**src/hw/rtl/cawd_div.sv**
```systemverilog
// serial restoring divider, one quotient bit per cycle
module cawd_div #(
  parameter int NW = 22,
  parameter int DW = 7
) (
  input  logic          clk,
  input  logic          rst,
  input  logic          start,
  input  logic [NW-1:0] dividend,
  input  logic [DW-1:0] divisor,
  output logic          done,
  output logic [NW-1:0] quotient
);

  localparam int CW = $clog2(NW + 1);

  logic [DW-1:0] rem;
  logic [DW-1:0] rem_next;
  logic [DW-1:0] dvs;
  logic [CW-1:0] cnt;
  logic          busy;
  logic [DW:0]   trial;
  logic          qbit;

  // one shift-subtract step
  always_comb begin
    trial    = {rem, quotient[NW-1]};
    qbit     = trial >= {1'b0, dvs};
    rem_next = qbit ? DW'(trial - {1'b0, dvs}) : DW'(trial);
  end

  // iteration control
  always_ff @(posedge clk) begin
    if (rst) begin
      busy <= 1'b0;
      done <= 1'b0;
      cnt  <= '0;
    end else begin
      done <= 1'b0;
      if (start) begin
        busy <= 1'b1;
        cnt  <= CW'(NW);
      end else if (busy) begin
        cnt <= cnt - 1'b1;
        if (cnt == CW'(1)) begin
          busy <= 1'b0;
          done <= 1'b1;
        end
      end
    end
  end

  // remainder and quotient shift register
  always_ff @(posedge clk) begin
    if (start) begin
      rem      <= '0;
      quotient <= dividend;
      dvs      <= divisor;
    end else if (busy) begin
      rem      <= rem_next;
      quotient <= {quotient[NW-2:0], qbit};
    end
  end

endmodule

```
**config.mk**
```make
export PLATFORM = sky130hd
export DESIGN_NAME = cawd_div
export DESIGN_NICKNAME = d
export VERILOG_FILES = /design/src/hw/rtl/cawd_div.sv
export SDC_FILE = /design/constraint.sdc
export NUM_CORES = 1
export LEC_CHECK = 0
export ABC_AREA = 0
export BUFFER_PORTS_ARGS = -buffer_cell sky130_fd_sc_hd__buf_4
export CORE_MARGIN = 3
export CORE_UTILIZATION = 53
export CTS_CLUSTER_SIZE = 16
export DETAILED_ROUTE_END_ITERATION = 10
export PLACE_DENSITY_LB_ADDON = 0.12
export SLEW_MARGIN = 10
export SYNTH_ARGS = -nofsm -noshare
export SYNTH_HDL_FRONTEND = slang
export SYNTH_SLANG_ARGS = --single-unit
```
**constraint.sdc**
```tcl
create_clock -name clk -period 2.75 [get_ports clk]
set_input_delay 0.4125 -clock clk [delete_from_list [all_inputs] [get_ports clk]]
set_output_delay 0.4125 -clock clk [all_outputs]
set_load 0.05 [all_outputs]
```
==> reports/results.ini, run 1 <==
[route]
routed_wl_mm = 4.66
drtPass1Iterations = 4
wl_per_cell_um = 16.4
postRouteAntennaNets = 0
avgViaCountPerCell = 5.59
drc = 0
drtIter0Drc = 70
vias = 1593

[synthesis]
synth_top_area_cell = edfxtp_1
netlist.area_leader.share_pct = 39.5
synth.distinct_cells = 47
syn_nets = 224
ys_ff_latch = 43
yosys_warnings = 0
synth_commonest_cells = edfxtp_1, mux2_2, dfxtp_1, inv_1
synthTopCellsByArea = edfxtp_1, dfxtp_1, mux2_2
avgSynthCellArea_um2 = 12.1
synth_edf_count = 29
synth_most_common_cell = edfxtp_1
synth_area_mm2 = 0.00220
seq_area_frac_synth_pct = 52.2
ys.flop_type = edfxtp_1
synth_cells = 182
async_reset_ff_share_pct = 0

[place]
port_buffers = 54
hpwl_mm = 3.37
routabilityCongestion = 0.803

[grt]
antenna_found_initial = 0
use_met2_pct = 34.5
grt-busiest-layer = met2
grt_use_met1_pct = 23.9
grt_max_degree = 36
grtUsageTotal_pct = 20.3
grt_pass1_wl_mm = 7.85
gr-usage-met3_pct = 6.47
overflow = 0
grt_pass1_vias = 1662

[sta]
fmax_mhz = 414
tns_ns = 0
hold_slack_ns = 0.289
final-hold-violation-count = 0
worst_pin_slew_ns = 0.515
rsz0062_at_grt = no
period_share_pct = 87.9
slew_violations = 0
slew_headroom_pct = 65.6
finClkSkew_ns = 0.0118
final-setup-viol-count = 0
period_needed_ns = 2.42

[worst_setup_path]
critPathTopFamily = adder cells
crit_type = reg2reg
timing.rr.start = quotient[21]
cp-endpoint = rem[3]
worstPathRequired_ns = 2.95
worst_ep_arrival_time_ns = 2.62
cp.depth = 7
path_cells = inv_1 -> ha_1 -> fa_1 -> nand2b_1 -> a211o_1 -> and3_1 -> o31ai_1
slowest_stage = fa_1
cp-startpoint = quotient[21]
r2r_end = rem[3]
cpPeakStageDelay_ns = 0.42
cp-start-kind = flip-flop
crit_fanout = 9
end_kind = flip-flop
reg2reg_slack_ns = 0.33
timing.critical_path.buf_inv = 1
timing.reg2reg.worst_path_depth = 7

[clock_tree]
cts_buffers = 5
cts_root_buf = clkbuf_8
htreeDepth = 2
post_cts_buffers = 0
cts.repair.resized = 0
clock-sinks = 43
worstSkewPairLatency_ns = 0.30
cts_tree = yes
clk_pin_slew_ns = 0.09
cts_buffer_depth = 2
ctsHoldBuffers = 0

[min_path]
hold_class = in2reg

[floorplanning]
die_area_mm2 = 0.00497
die_h_um = 70.5
fp.dieW_um = 70.5
ioPinCount = 55
rows = 22
coreArea_mm2 = 0.00383
start_util_pct = 57.6

[pwr]
power_density_mw_per_mm2 = 600
fin_total_pwr_mw = 1.64
ir_worst_vdd_v = 0.000444
leakagePower_nw = 1.14

[cells_and_area]
syn_to_final_growth_pct = 23.7
final_nets = 278
final_layout_size_suffix_gt1_share_pct = 38.4
antenna_cells = 0

[run]
cap_viol_max_count = 0

[outcome]
status = complete, no violations

-- layer usage --
| layer | part of all wire [%] | vias to the layer above |
|---|---|---|
| met5 | 0 | - |
| met4 | 2.0 | 0 |
| met3 | 5.9 | 7 |
| met2 | 51 | 42 |
| li1 | - | 792 |
| met1 | 41 | 752 |
-- report_power, final --
part           switching, mW  leakage (nW)  internal, mW
combinational          0.258         0.690         0.168
clock                  0.216        0.0449         0.201
sequential            0.0358         0.405         0.758
-- placed cells by master, fill, tap and decap left out, types with 6 or more instances in the layout --
cell	synthesis	layout
o21ai_0	8	8
and3_1	9	9
mux2_2	21	21
clkbuf_8	0	6
dfxtp_1	14	14
xnor2_1	6	6
nand2_1	6	6
ha_1	9	9
inv_1	14	14
buf_4	0	56
edfxtp_1	29	29
-- metrics by stage --
step	utilization, %	area [µm²]	worst slack (ns)	instances
floorplan	-	2200	0.173	182
global placement	68.8	2630	0.525	277
detailed placement	68.8	2630	0.376	277
CTS	71.3	2730	0.352	285
global route	71.3	2730	0.205	285
finish	71.3	2730	0.332	285
-- worst reg2reg max path: stages (launching register included) --
cell      delay [ns]
edfxtp_1        0.36
inv_1           0.08
ha_1            0.27
fa_1            0.42
nand2b_1        0.21
a211o_1         0.39
and3_1          0.31
o31ai_1         0.28
-- logic make-up after synthesis --
kind of cell | synth area share, %
xor+xnor | 2.78
buf+inv | 4.71
simple gates | 11.0
mux | 10.7
compound gates | 12.5
fa+ha+maj | 6.02
flops | 52.2
-- state kept, by name (all words and copies together) (netlist names) --
signal and count:
cnt 5, dvs 7, rem 7, done 1
busy 1, quotient 22
-- cell type report --
class                      count  area (µm²)
tap                           48        60.1
clock buffer                   6        82.6
inverter                      14        52.6
timing repair buffer          56         420
fill                         298        1100
sequential                    43        1150
multi-input combinational    116         948
clock inverter                 2        11.3
-- worst min path at each step --
| stage | end | from | slack [ns] | cells after the start |
|---|---|---|---|---|
| detailed placement | rem[2] | rem[1] | 0.54 | 2 |
| global route | dvs[3] | divisor[3] | 0.27 | 1 |
| floorplan | cnt[1] | rst | 0.48 | 1 |
| finish | dvs[0] | divisor[0] | 0.29 | 1 |
| CTS | dvs[0] | divisor[0] | 0.28 | 1 |
| global placement | rem[2] | rem[1] | 0.53 | 2 |
Note: power is estimated with default switching activity, not from simulation.
==> inputs of run 2 (changes only) <==
--- a/config.mk
+++ b/config.mk
@@ -8,7 +8,7 @@
 export ABC_AREA = 0
 export BUFFER_PORTS_ARGS = -buffer_cell sky130_fd_sc_hd__buf_4
 export CORE_MARGIN = 3
-export CORE_UTILIZATION = 53
+export CORE_UTILIZATION = 43
 export CTS_CLUSTER_SIZE = 16
 export DETAILED_ROUTE_END_ITERATION = 10
 export PLACE_DENSITY_LB_ADDON = 0.12
==> constraint.sdc (replaced) <==
create_clock -name clk -period 2 [get_ports clk]
set_input_delay 0.3 -clock clk [delete_from_list [all_inputs] [get_ports clk]]
set_output_delay 0.3 -clock clk [all_outputs]
set_load 0.05 [all_outputs]
==> reports/results.ini, run 2 (same netlist as run 1, synthesis figures left out) <==
[pwr]
seqPwrFrac_pct = 44.8
power_density_mw_per_mm2 = 822
fin_total_pwr_mw = 2.42
p_int_mw = 1.72
power_frac_comb_pct = 26.1
p_clk_share_pct = 29.0
leakagePower_nw = 1.24
p_sw_share_pct = 29.0
power.switching_mw = 0.702
ir_worst_vdd_v = 0.000583

[place]
routabilityCongestion = 0.791
hpwl_mm = 3.32
port_buffers = 54
postPlaceCellArea_mm2 = 0.00275
dp_cells = 303

[clock_tree]
cts_tree = yes
cts_buffers = 5
ctsHoldBuffers = 0
cts_buffer_depth = 2
cts_root_buf = clkbuf_8
htreeDepth = 2
clk_pin_slew_ns = 0.08
clock-sinks = 43
worstSkewPairLatency_ns = 0.29

[cells_and_area]
antenna_cells = 0
top_register = quotient
fin_cells = 317
seqCellArea_mm2 = 0.00115
syn_to_final_growth_pct = 33.8
stdcell_area_mm2 = 0.00295
largest_reg_flops = 22
fillers = 431
final_common_cell = buf_4
final_nets = 291
multi_input_area_mm2 = 0.00100
final_cell_mix = buf_4, edfxtp_1, mux2_2
final_layout_size_suffix_gt1_share_pct = 45.2
top_regs = quotient x22, dvs x7, rem x7

[route]
vias = 1661
drtIter0Drc = 81
drc = 0
avgViaCountPerCell = 5.24
postRouteAntennaNets = 0
routed_wl_mm = 4.52
drtPass1Iterations = 4
wl_per_cell_um = 14.2

[min_path]
min_path_cells = 1
hold_start = divisor[4]
hold_class = in2reg
hold_path_end = dvs[4]

[floorplanning]
ioPinCount = 55
die_area_mm2 = 0.00602
die_h_um = 77.6
coreArea_mm2 = 0.00485
rows = 25
start_util_pct = 45.4
fp.dieW_um = 77.6

[grt]
antenna_found_initial = 0
grt_pass1_vias = 1703
grt_pass1_wl_mm = 7.63
grtUsageTotal_pct = 16.1
grt_max_degree = 30
overflow = 0

[worst_setup_path]
worst_ep_arrival_time_ns = 2.18
crit_fanout = 6
path_cells = ha_4 -> fa_2 -> nand2b_4 -> a211o_4 -> and3_4 -> o31ai_1
cp-start-kind = flip-flop
r2r_end = rem[3]
timing.rr.start = dvs[0]
crit_type = reg2reg
critPathTopFamily = compound AO/OA/AOI/OAI gates
timing.critical_path.buf_inv = 0
reg2reg_slack_ns = 0.03
worstPathRequired_ns = 2.21
end_kind = flip-flop
slowest_stage = edfxtp_1
timing.reg2reg.worst_path_depth = 6
cpPeakStageDelay_ns = 0.41

[sta]
fmax_mhz = 507
slew_headroom_pct = 69.7
final-setup-viol-count = 0
period_needed_ns = 1.97
hold_slack_ns = 0.182
finClkSkew_ns = 0.00715
worst_pin_slew_ns = 0.454
final-hold-violation-count = 0
rsz0062_at_grt = yes
period_share_pct = 98.7
slew_violations = 0
tns_ns = 0

[outcome]
status = complete, no violations

[run]
cap_viol_max_count = 0

[run 2: metal layers]
metal	vias to the layer above	track usage (%)	share of wire, %
li1	821	-	-
met1	780	18.2	44
met2	51	27.1	48
met3	9	5.57	6.5
met4	0	7.65	2.0
met5	-	0	0
[run 2: worst max-delay path by stage]
stage                     slack [ns]  cells after the start          from      to
after global placement          0.05                      7        dvs[0]  rem[4]
after floorplan                -0.40                      9  quotient[21]  rem[2]
after CTS                       0.01                      6        dvs[0]  rem[0]
after detailed placement      -0.006                      7        dvs[0]  rem[3]
after global routing           -0.04                      6        dvs[0]  rem[4]
final                           0.03                      6        dvs[0]  rem[3]
[run 2: cell type report]
class	count	area share, %
flip-flops and latches	43	39.0
well taps	67	2.84
clock buffers	8	4.29
inverters	14	1.78
repair buffers	69	18.1
multi-input cells	116	33.9
[run 2: timing repair]
action | in CTS | in global routing
gates resized for setup | 1 | 4
setup endpoints to repair | 2 | 7
pin swaps | 2 | 3
setup buffers | 4 | 2
[run 2: power groups by stage]
| stage | clock, mW | sequential (mW) | combinational (mW) |
|---|---|---|---|
| 2_1_floorplan | 0 | 1.27 | 0.253 |
| 3_3_place_gp | 0 | 1.11 | 0.608 |
| 6_report | 0.704 | 1.09 | 0.634 |
| 4_1_cts | 0.731 | 1.09 | 0.626 |
| 3_5_place_dp | 0 | 1.11 | 0.614 |
| 5_1_grt | 0.759 | 1.10 | 0.683 |
[run 2: stage by stage]
stage	util (%)	setup WS (ns)
2_1_floorplan	-	-0.402
3_3_place_gp	56.7	0.0470
3_5_place_dp	56.7	-0.00599
4_1_cts	60.1	0.00996
5_1_grt	60.8	-0.0436
6_report	60.8	0.0265
==> inputs of run 3 (changes only) <==
==> constraint.sdc (replaced) <==
create_clock -name clk -period 2.2 [get_ports clk]
set_input_delay 0.33 -clock clk [delete_from_list [all_inputs] [get_ports clk]]
set_output_delay 0.33 -clock clk [all_outputs]
set_load 0.05 [all_outputs]
==> reports/results.ini, run 3 (same netlist as run 1, synthesis figures left out) <==
[clock_tree]
worstSkewPairLatency_ns = 0.29
clock-sinks = 43
htreeDepth = 2
ctsHoldBuffers = 0
cts_buffer_depth = 2
cts_buffers = 5
cts.repair.resized = 0
clk_pin_slew_ns = 0.08
cts_root_buf = clkbuf_8
cts_tree = yes
post_cts_buffers = 0

[sta]
final-hold-violation-count = 0
fmax_mhz = 482
period_share_pct = 94.4
final-setup-viol-count = 0
slew_headroom_pct = 71.7
rsz0062_at_grt = no
period_needed_ns = 2.08
hold_slack_ns = 0.212
worst_pin_slew_ns = 0.414
finClkSkew_ns = 0.00450
slew_violations = 0

[place]
postPlaceCellArea_mm2 = 0.00271
routabilityCongestion = 0.769
hpwl_mm = 3.17
port_buffers = 54

[floorplanning]
rows = 25
fp.dieW_um = 77.6
ioPinCount = 55
coreArea_mm2 = 0.00485
start_util_pct = 45.4
die_area_mm2 = 0.00602
die_h_um = 77.6

[worst_setup_path]
end_kind = flip-flop
worst_ep_arrival_time_ns = 2.29
crit_fanout = 9
worstPathRequired_ns = 2.41
crit_type = reg2reg
cp-start-kind = flip-flop

[cells_and_area]
top_regs = quotient x22, dvs x7, rem x7
stdcell_area_mm2 = 0.00282
syn_to_final_growth_pct = 27.9
largest_reg_flops = 22
fillers = 446
final_cell_mix = buf_4, edfxtp_1, mux2_2
top_register = quotient
final_nets = 280
final_common_cell = buf_4
final_layout_size_suffix_gt1_share_pct = 41.0
antenna_cells = 0
post-route-util_pct = 58.1

[min_path]
hold_class = in2reg

[grt]
antenna_found_initial = 0
grt_pass1_vias = 1620
grt_pass1_wl_mm = 7.59
grt_max_degree = 23
overflow = 0
grtUsageTotal_pct = 15.8

[pwr]
power_density_mw_per_mm2 = 756
leakagePower_nw = 1.17
ir_worst_vdd_v = 0.000513

[route]
drc = 0
drtPass1Iterations = 4
wl_per_cell_um = 14.4
avgViaCountPerCell = 5.28
routed_wl_mm = 4.40
vias = 1615
postRouteAntennaNets = 0
drtIter0Drc = 103

[outcome]
status = complete, no violations

[run]
cap_viol_max_count = 0

-- run 3: cell count changes in the layout (fill, tap and decap cells not counted), sizes merged --
cell	previous run	this run
clkinv	0	2
buf	69	58
clkbuf	8	5
bufinv	0	1
-- run 3: routing by layer --
| metal | track usage (%) | up-vias | wire, µm |
|---|---|---|---|
| met3 | 4.06 | 7 | 243 |
| met5 | 0 | - | 0 |
| li1 | - | 795 | - |
| met1 | 20.3 | 769 | 2000 |
| met4 | 5.34 | 0 | 61 |
| met2 | 25.9 | 44 | 2090 |
-- run 3: path summary, 6_finish.rpt --
check | start | to | slack, ns | cells after the start
max | dvs[0] | rem[0] | 0.12 | 6
min | divisor[6] | dvs[6] | 0.21 | 1
max reg2reg | dvs[0] | rem[0] | 0.12 | 6
min reg2reg | rem[1] | rem[2] | 0.54 | 2
-- run 3: through the flow --
step / cells / worst slack, ns / power (mW) / TNS, ns
after floorplan: 182 / -0.202 / 1.38 / -0.990
after global placement: 298 / 0.165 / 1.55 / 0
after detailed placement: 298 / 0.133 / 1.55 / 0
after CTS: 306 / 0.121 / 2.16 / 0
after global routing: 306 / 0.0181 / 2.24 / 0
final: 306 / 0.123 / 2.13 / 0
-- run 3: cell type report --
class / count / area, µm² / share of cell area [%]
Inverter: 14 / 52.6 / 1.86
Timing Repair Buffer: 58 / 448 / 15.9
Clock inverter: 3 / 38.8 / 1.38
Clock buffer: 5 / 68.8 / 2.44
Multi-Input combinational cell: 116 / 976 / 34.6
Sequential cell: 43 / 1150 / 40.8
Tap cell: 67 / 83.8 / 2.97
-- run 3: power by group --
| part | switching [mW] | total [mW] | internal (mW) | leakage, nW |
|---|---|---|---|---|
| logic | 0.324 | 0.548 | 0.224 | 0.712 |
| clock network | 0.262 | 0.595 | 0.332 | 0.0556 |
| registers | 0.0405 | 0.987 | 0.947 | 0.405 |
| total | 0.627 | 2.13 | 1.50 | 1.17 |
-- run 3: critical path, stage by stage, from the launching register on --
cell and delay (ns):
edfxtp_1 0.42, ha_4 0.19, fa_2 0.35, nand2b_4 0.16, a211o_1 0.38, and3_4 0.26
a311oi_2 0.24
